[config.mk]
export PLATFORM = sky130hd
export DESIGN_NAME = incremental_pid_speed_two_wheel
export DESIGN_NICKNAME = d
export VERILOG_FILES = /design/src/ipsw_pkg.sv /design/src/incremental_pid_speed_two_wheel.sv
export SDC_FILE = /design/constraint.sdc
export NUM_CORES = 2
export LEC_CHECK = 0
export BUFFER_PORTS_ARGS = -buffer_cell sky130_fd_sc_hd__buf_2
export CAP_MARGIN = 10
export CORE_ASPECT_RATIO = 0.8
export CORE_MARGIN = 2
export CORE_UTILIZATION = 60
export DETAILED_ROUTE_END_ITERATION = 10
export MAX_ROUTING_LAYER = met4
export PLACE_DENSITY = 0.85
export REMOVE_ABC_BUFFERS = 1
export SLEW_MARGIN = 10
export SYNTH_ARGS = -nofsm -noshare
export SYNTH_HDL_FRONTEND = slang
export SYNTH_SLANG_ARGS = --single-unit
[constraint.sdc]
create_clock -name i_clk -period 22.2 [get_ports i_clk]
set_input_delay 3.33 -clock i_clk [delete_from_list [all_inputs] [get_ports i_clk]]
set_output_delay 3.33 -clock i_clk [all_outputs]
set_load 0.01 [all_outputs]
[src/ipsw_pkg.sv]
package ipsw_pkg;

    localparam int FRAC_BITS = 4;

    localparam logic [1:0] MODE_UPDATE    = 2'd0;
    localparam logic [1:0] MODE_CLR_ONE   = 2'd1;
    localparam logic [1:0] MODE_CLR_BOTH  = 2'd2;

    localparam logic [2:0] REG_GAIN_P    = 3'd0;
    localparam logic [2:0] REG_GAIN_I    = 3'd1;
    localparam logic [2:0] REG_GAIN_D    = 3'd2;
    localparam logic [2:0] REG_MAX_STEP  = 3'd3;
    localparam logic [2:0] REG_MAX_DRIVE = 3'd4;

    localparam logic [15:0] RST_GAIN_P    = 16'd640;
    localparam logic [15:0] RST_GAIN_I    = 16'd128;
    localparam logic [15:0] RST_GAIN_D    = 16'd13;
    localparam logic [15:0] RST_MAX_STEP  = 16'd160;
    localparam logic [15:0] RST_MAX_DRIVE = 16'd12800;

    localparam logic [11:0] DRIVE_MAX = 12'hFFF;

    typedef struct packed {
        logic [11:0] drive;
        logic        wheel;
        logic        last;
    } t_res;

    function automatic logic [11:0] drive_of(input logic [15:0] acc);
        logic [15:0] d;
        d = acc >> FRAC_BITS;
        if (d > {4'd0, DRIVE_MAX}) begin
            return DRIVE_MAX;
        end
        return d[11:0];
    endfunction

endpackage

[src/incremental_pid_speed_two_wheel.sv]
// Channel   Dir  Handshake                      Payload
// s_axis    in   i_s_axis_tvalid/o_s_axis_tready tdata: target_rpm, measured_rpm
//                                                tuser: mode, wheel
// m_axis    out  o_m_axis_tvalid/i_m_axis_tready tdata: drive; tuser: wheel_out;
//                                                tlast: last
// apb       in   psel/penable/pwrite/pready      gain_p, gain_i, gain_d, max_step,
//                                                max_drive at 4*i
//
// One item a cycle if the queue has room: the per-wheel PID update (three
// parallel multiplies, sum, clamps) is combinational off the input register.
// A clear-both item takes both slots of the two-beat result queue; the input
// stalls until the queue has room for the results of the held item.
// Reset is synchronous; history and accumulators clear at once.
// A stalled result side fills the queue within two beats, then input stalls.
module incremental_pid_speed_two_wheel
    import ipsw_pkg::*;
(
    input  logic        i_clk,
    input  logic        i_rst_n,
    input  logic        i_s_axis_tvalid,
    output logic        o_s_axis_tready,
    input  logic [31:0] i_s_axis_tdata,   // [15:0] target_rpm, [31:16] measured_rpm
    input  logic [2:0]  i_s_axis_tuser,   // [1:0] mode, [2] wheel
    output logic        o_m_axis_tvalid,
    input  logic        i_m_axis_tready,
    output logic [15:0] o_m_axis_tdata,   // [11:0] drive, [15:12] zero
    output logic [0:0]  o_m_axis_tuser,   // [0] wheel_out
    output logic        o_m_axis_tlast,
    input  logic        psel,
    input  logic        penable,
    input  logic        pwrite,
    input  logic [4:0]  paddr,
    input  logic [31:0] pwdata,
    output logic [31:0] prdata,
    output logic        pready
);

    logic [15:0] r_gain_p, r_gain_i, r_gain_d, r_max_step, r_max_drive;

    logic               r_in_valid;
    logic [1:0]         r_in_mode;
    logic               r_in_wheel;
    logic signed [15:0] r_in_tgt;
    logic signed [15:0] r_in_meas;

    logic signed [16:0] r_e1 [2];
    logic signed [16:0] r_e2 [2];
    logic [15:0]        r_acc [2];

    t_res       r_q [2];
    t_res       n_q [2];
    logic [1:0] r_cnt;
    logic [1:0] n_cnt;

    logic               advance;
    logic               pop;
    logic [1:0]         need;
    logic signed [16:0] err;
    logic signed [16:0] e1;
    logic signed [16:0] e2;
    logic signed [17:0] dp;
    logic signed [18:0] dd;
    logic signed [16:0] gp, gi, gd;
    logic signed [34:0] prod_p;
    logic signed [33:0] prod_i;
    logic signed [35:0] prod_d;
    logic signed [29:0] delta_raw;
    logic signed [29:0] step30;
    logic signed [16:0] delta;
    logic signed [17:0] acc_sum;
    logic [15:0]        acc_new;
    t_res               res_a;
    t_res               res_b;

    // configuration
    assign pready = 1'b1;

    always_ff @(posedge i_clk) begin
        if (!i_rst_n) begin
            r_gain_p    <= RST_GAIN_P;
            r_gain_i    <= RST_GAIN_I;
            r_gain_d    <= RST_GAIN_D;
            r_max_step  <= RST_MAX_STEP;
            r_max_drive <= RST_MAX_DRIVE;
        end else if (psel && penable && pwrite && pready) begin
            unique case (paddr[4:2])
                REG_GAIN_P:    r_gain_p    <= pwdata[15:0];
                REG_GAIN_I:    r_gain_i    <= pwdata[15:0];
                REG_GAIN_D:    r_gain_d    <= pwdata[15:0];
                REG_MAX_STEP:  r_max_step  <= pwdata[15:0];
                REG_MAX_DRIVE: r_max_drive <= pwdata[15:0];
                default: ;
            endcase
        end
    end

    always_comb begin
        unique case (paddr[4:2])
            REG_GAIN_P:    prdata = {16'd0, r_gain_p};
            REG_GAIN_I:    prdata = {16'd0, r_gain_i};
            REG_GAIN_D:    prdata = {16'd0, r_gain_d};
            REG_MAX_STEP:  prdata = {16'd0, r_max_step};
            REG_MAX_DRIVE: prdata = {16'd0, r_max_drive};
            default:       prdata = 32'd0;
        endcase
    end

    // input register
    always_comb begin
        unique case (r_in_mode)
            MODE_UPDATE:   need = 2'd1;
            MODE_CLR_ONE:  need = 2'd1;
            MODE_CLR_BOTH: need = 2'd2;
            default:       need = 2'd0;
        endcase
    end

    assign advance         = r_in_valid && ({1'b0, r_cnt} + {1'b0, need} <= 3'd2);
    assign o_s_axis_tready = !r_in_valid || advance;

    always_ff @(posedge i_clk) begin
        if (!i_rst_n) begin
            r_in_valid <= 1'b0;
        end else if (o_s_axis_tready) begin
            r_in_valid <= i_s_axis_tvalid;
        end
    end

    always_ff @(posedge i_clk) begin
        if (o_s_axis_tready && i_s_axis_tvalid) begin
            r_in_mode  <= i_s_axis_tuser[1:0];
            r_in_wheel <= i_s_axis_tuser[2];
            r_in_tgt   <= i_s_axis_tdata[15:0];
            r_in_meas  <= i_s_axis_tdata[31:16];
        end
    end

    // PID update
    assign err = 17'(r_in_tgt) - 17'(r_in_meas);
    assign e1  = r_e1[r_in_wheel];
    assign e2  = r_e2[r_in_wheel];
    assign dp  = 18'(err) - 18'(e1);
    assign dd  = 19'(err) - (19'(e1) <<< 1) + 19'(e2);
    assign gp  = $signed({1'b0, r_gain_p});
    assign gi  = $signed({1'b0, r_gain_i});
    assign gd  = $signed({1'b0, r_gain_d});

    assign prod_p = dp * gp;
    assign prod_i = err * gi;
    assign prod_d = dd * gd;

    assign delta_raw = 30'($signed(prod_p[34:8])) + 30'($signed(prod_i[33:8]))
                     + 30'($signed(prod_d[35:8]));
    assign step30    = $signed({14'd0, r_max_step});

    always_comb begin
        priority if (delta_raw > step30) begin
            delta = 17'(step30);
        end else if (delta_raw < -step30) begin
            delta = 17'(-step30);
        end else begin
            delta = 17'(delta_raw);
        end
    end

    assign acc_sum = $signed({2'b00, r_acc[r_in_wheel]}) + 18'(delta);

    always_comb begin
        priority if (acc_sum > $signed({2'b00, r_max_drive})) begin
            acc_new = r_max_drive;
        end else if (acc_sum < 18'sd0) begin
            acc_new = 16'd0;
        end else begin
            acc_new = acc_sum[15:0];
        end
    end

    always_ff @(posedge i_clk) begin
        if (!i_rst_n) begin
            for (int i = 0; i < 2; i++) begin
                r_e1[i]  <= '0;
                r_e2[i]  <= '0;
                r_acc[i] <= '0;
            end
        end else if (advance) begin
            unique case (r_in_mode)
                MODE_UPDATE: begin
                    r_e2[r_in_wheel]  <= e1;
                    r_e1[r_in_wheel]  <= err;
                    r_acc[r_in_wheel] <= acc_new;
                end
                MODE_CLR_ONE: begin
                    r_e2[r_in_wheel]  <= '0;
                    r_e1[r_in_wheel]  <= '0;
                    r_acc[r_in_wheel] <= '0;
                end
                MODE_CLR_BOTH: begin
                    for (int i = 0; i < 2; i++) begin
                        r_e1[i]  <= '0;
                        r_e2[i]  <= '0;
                        r_acc[i] <= '0;
                    end
                end
                default: ;
            endcase
        end
    end

    // result queue
    always_comb begin
        res_a.drive = (r_in_mode == MODE_UPDATE) ? drive_of(acc_new) : 12'd0;
        res_a.wheel = (r_in_mode == MODE_CLR_BOTH) ? 1'b0 : r_in_wheel;
        res_a.last  = (r_in_mode != MODE_CLR_BOTH);
        res_b.drive = 12'd0;
        res_b.wheel = 1'b1;
        res_b.last  = 1'b1;
    end

    assign pop = o_m_axis_tvalid && i_m_axis_tready;

    always_comb begin
        n_q   = r_q;
        n_cnt = r_cnt;
        if (pop) begin
            n_q[0] = r_q[1];
            n_cnt  = r_cnt - 2'd1;
        end
        if (advance) begin
            unique case (need)
                2'd1: begin
                    n_q[n_cnt[0]] = res_a;
                    n_cnt         = n_cnt + 2'd1;
                end
                2'd2: begin
                    n_q[0] = res_a;
                    n_q[1] = res_b;
                    n_cnt  = 2'd2;
                end
                default: ;
            endcase
        end
    end

    always_ff @(posedge i_clk) begin
        if (!i_rst_n) begin
            r_cnt <= 2'd0;
        end else begin
            r_cnt <= n_cnt;
        end
    end

    always_ff @(posedge i_clk) begin
        r_q <= n_q;
    end

    assign o_m_axis_tvalid   = (r_cnt != 2'd0);
    assign o_m_axis_tdata    = {4'd0, r_q[0].drive};
    assign o_m_axis_tuser[0] = r_q[0].wheel;
    assign o_m_axis_tlast    = r_q[0].last;

    assert property (@(posedge i_clk) disable iff (!i_rst_n) r_cnt <= 2'd2)
        else $error("result queue overfilled");

    assert property (@(posedge i_clk) disable iff (!i_rst_n)
        advance && r_in_mode == MODE_CLR_BOTH |=>
        r_acc[0] == 16'd0 && r_acc[1] == 16'd0 && r_e1[0] == 17'sd0 && r_e1[1] == 17'sd0)
        else $error("clear of both wheels left state behind");

    assert property (@(posedge i_clk) disable iff (!i_rst_n)
        advance && r_in_mode == MODE_UPDATE |=>
        r_e1[$past(r_in_wheel)] == $past(err) && r_e2[$past(r_in_wheel)] == $past(e1))
        else $error("error history not advanced");

    assert property (@(posedge i_clk) disable iff (!i_rst_n)
        r_cnt != 2'd0 && !r_q[0].last |-> r_cnt == 2'd2 && r_q[1].last)
        else $error("non-final beat without its final beat queued");

endmodule
==> impl_metrics.yaml <==
cts:
  clock-sinks: 247
  h-tree-depth: 1
  clkTransAtPathRegs_ns: 0.07
  cts_root_buffer: "clkbuf_16"
  hold_buffers: 0
  cts_tree: "done"
  cts_buffers: 25
  clk_latency_ns: 0.58
  clockBufferDepth: 3
timing:
  tns_ns: 0
  hold_viol: 0
  final.min_clock_period_ns: 20.95
  fin_crit_sh_pct: 94.4
  worstMarginPinSlew_ns: 1.23
  rsz0062_at_grt: "no"
  final_max_slew_viol_count: 0
  max_freq_mhz: 47.7
  final.setup_skew_ns: 0.0171
  setup_violations: 0
  slew_headroom_pct: 17.9
global_routing:
  grt_max_degree: 56
  grt_pass1_wl_um: 213000
  grt_usage_pct: 32.9
  grt_overflow_total: 0
  grt_pass1_vias: 39500
  antenna_found_initial: 3
route:
  avgRoutedWirePerCell_um: 20.0
  wl_met2_um: 59600
  num_vias: 38000
  top_layer_used: "met4"
  wl_um: 132000
  drt_iter0_markers: 3482
  drcViolationCount: 0
  wl_met3_um: 16300
  m1WireLength_um: 52200
  drt_pass1_iterations: 6
  final_antenna_net_count: 0
  vias_per_cell: 5.73
min_path:
  hp-class: "reg -> reg"
  worst_hold_path.num_cells: 2
synthesis:
  synth_top_area_share_pct: 36.8
  synth_common_cells: "inv_1, fa_1, nand2_1, ha_1, and2_1"
  synth_top_cell_by_area: "fa_1"
  synth.most_common_cell: "inv_1"
  yosys-top-cells-area: "fa_1, ha_1, edfxtp_1, inv_1, nand2_1"
  syn_area_um2: 49800
  netlist_instances: 5524
  ys_ff_latch: 247
  synthesis.area_per_instance_um2: 9.02
  post_synth_num_cell_types: 85
  synth_enable_flop_cells: 149
  yosys_warnings: 0
  yosys_most_used_dff: "edfxtp_1"
  synthArstFlopShare_pct: 0
  synth.yosys.seq_area_share_pct: 12.9
cells_and_area:
  nFillCells: 6473
  nets: 6917
  drive_gt1_share_pct: 6.08
  synthToLayoutAreaGrowth_pct: 5.36
job:
  cap_violations: 0
die:
  die_x_um: 326
  coreArea_um2: 82200
  row_count: 94
  ios: 132
  die_h_um: 262
  die-area_um2: 85400
  start_util_pct: 60.6
placed_design:
  gp_congestion: 0.978
  dpl.hpwl_um: 108000
  port_buffers: 92
critical_path:
  slowest_delay_ns: 0.55
  crit_fanout: 21
  end_kind: "register"
  path_class: "reg -> reg"
  worst_r2r_path_depth: 80
  critPathRequiredTime_ns: 22.69
  crit_arrival_ns: 21.44
  crit_path_frequent_cell: "fa_1"
  crit_path_top_delay_cell: "fa_1"
  critPathLaunchType: "register"
status:
  outcome: "complete, no violations"
==> placed cells by master, fill, tap and decap left out, drive strengths merged, types with 23 or more instances in the layout <==
cell / instances
clkbuf: 27
o21ai: 106
nand2: 741
nor2b: 66
xor2: 56
a211oi: 23
buf: 195
edfxtp: 149
mux2: 29
a21oi: 185
xnor2: 119
nor2: 205
and2: 393
mux2i: 72
o21a: 25
nand3: 41
fa: 916
dfxtp: 98
nand2b: 29
a21o: 61
nand4: 27
inv: 1181
nor3: 53
ha: 418
a21boi: 31
==> sequential cells by signal, summed over array words and instances (netlist names), named ones only <==
name,count
r_in_tgt,16
r_gain_p,16
r_q,12
r_max_step,16
r_e1,34
r_cnt,2
r_in_mode,2
r_in_meas,16
r_max_drive,16
r_acc,32
o_m_axis_tdata,12
o_m_axis_tuser,1
r_e2,34
r_gain_d,16
r_in_wheel,1
r_in_valid,1
r_gain_i,16
o_m_axis_tlast,1
==> through the flow <==
| step | instance area (um2) | setup slack [ns] | hold WS [ns] | util (%) | instances |
|---|---|---|---|---|---|
| CTS | 52300 | 0.223 | 0.456 | 63.7 | 6621 |
| detailed placement | 51500 | 0.298 | 0.448 | 62.6 | 6575 |
| global route | 52500 | 0.0348 | 0.469 | 63.9 | 6629 |
| floorplan | 48800 | 2.59 | 0.463 | - | 5282 |
| global placement | 51500 | 0.705 | 0.443 | 62.6 | 6575 |
| finish | 52500 | 1.25 | 0.455 | 63.9 | 6630 |
==> cell type report <==
cell class,instances,area [um2],share of cell area [%]
Multi-Input combinational cell,3857,38100,72.6
Clock buffer,27,653,1.24
Inverter,1178,4420,8.42
Clock inverter,19,211,0.403
Antenna cell,3,7.51,0.0143
Tap cell,1104,1380,2.63
Timing Repair Buffer,195,1250,2.38
Sequential cell,247,6440,12.3
==> layer usage <==
metal | vias up | GRT usage, %
met5 | - | -
li1 | 16900 | -
met2 | 1899 | 50.2
met1 | 18900 | 43.6
met3 | 267 | 8.82
met4 | 0 | 9.17
==> worst paths after layout <==
check	startpoint	endpoint	slack, ns
max reg2reg	r_in_meas[0]$_DFFE_PP_	o_m_axis_tdata[11]$_DFF_P_	1.25
max	r_in_meas[0]$_DFFE_PP_	o_m_axis_tdata[11]$_DFF_P_	1.25
min	r_gain_p[12]$_SDFFE_PN0P_	r_gain_p[12]$_SDFFE_PN0P_	0.45
min reg2reg	r_gain_p[12]$_SDFFE_PN0P_	r_gain_p[12]$_SDFFE_PN0P_	0.45
==> repair_timing <==
item,CTS,global route
gates resized for setup,0,21
buffers inserted,0,5
setup endpoints to repair,0,56
==> critical path: cells and delay by family (launching register included) <==
kind                       cells  cell delay (ns)
buffers and inverters          9             1.03
adders and majority gates     19             7.62
AOI/OAI and AO/OA             34             8.32
and+or+nand+nor               14             1.95
DFF                            1             0.38
xor gates and xnor gates       3             1.14
muxes                          1             0.40
==> cells by family (layout without fill, tap and decap cells) <==
kind of cell             Yosys count  count (layout)  share of synthesized area, %
adder cells (fa/ha/maj)         1339            1339                          47.4
other                              2              24                        0.0151
AO/OA/AOI/OAI                    581             581                          7.59
flip-flops                       247             247                          12.9
buffers and inverters           1439            1419                          11.1
XOR/XNOR                         175             175                          3.08
multiplexers                     102             102                          2.17
AND/OR/NAND/NOR                 1639            1639                          15.7
Power is left out: the tool's default activity adds up to more than one toggle a clock period on the data nets, which glitch-free logic cannot reach.
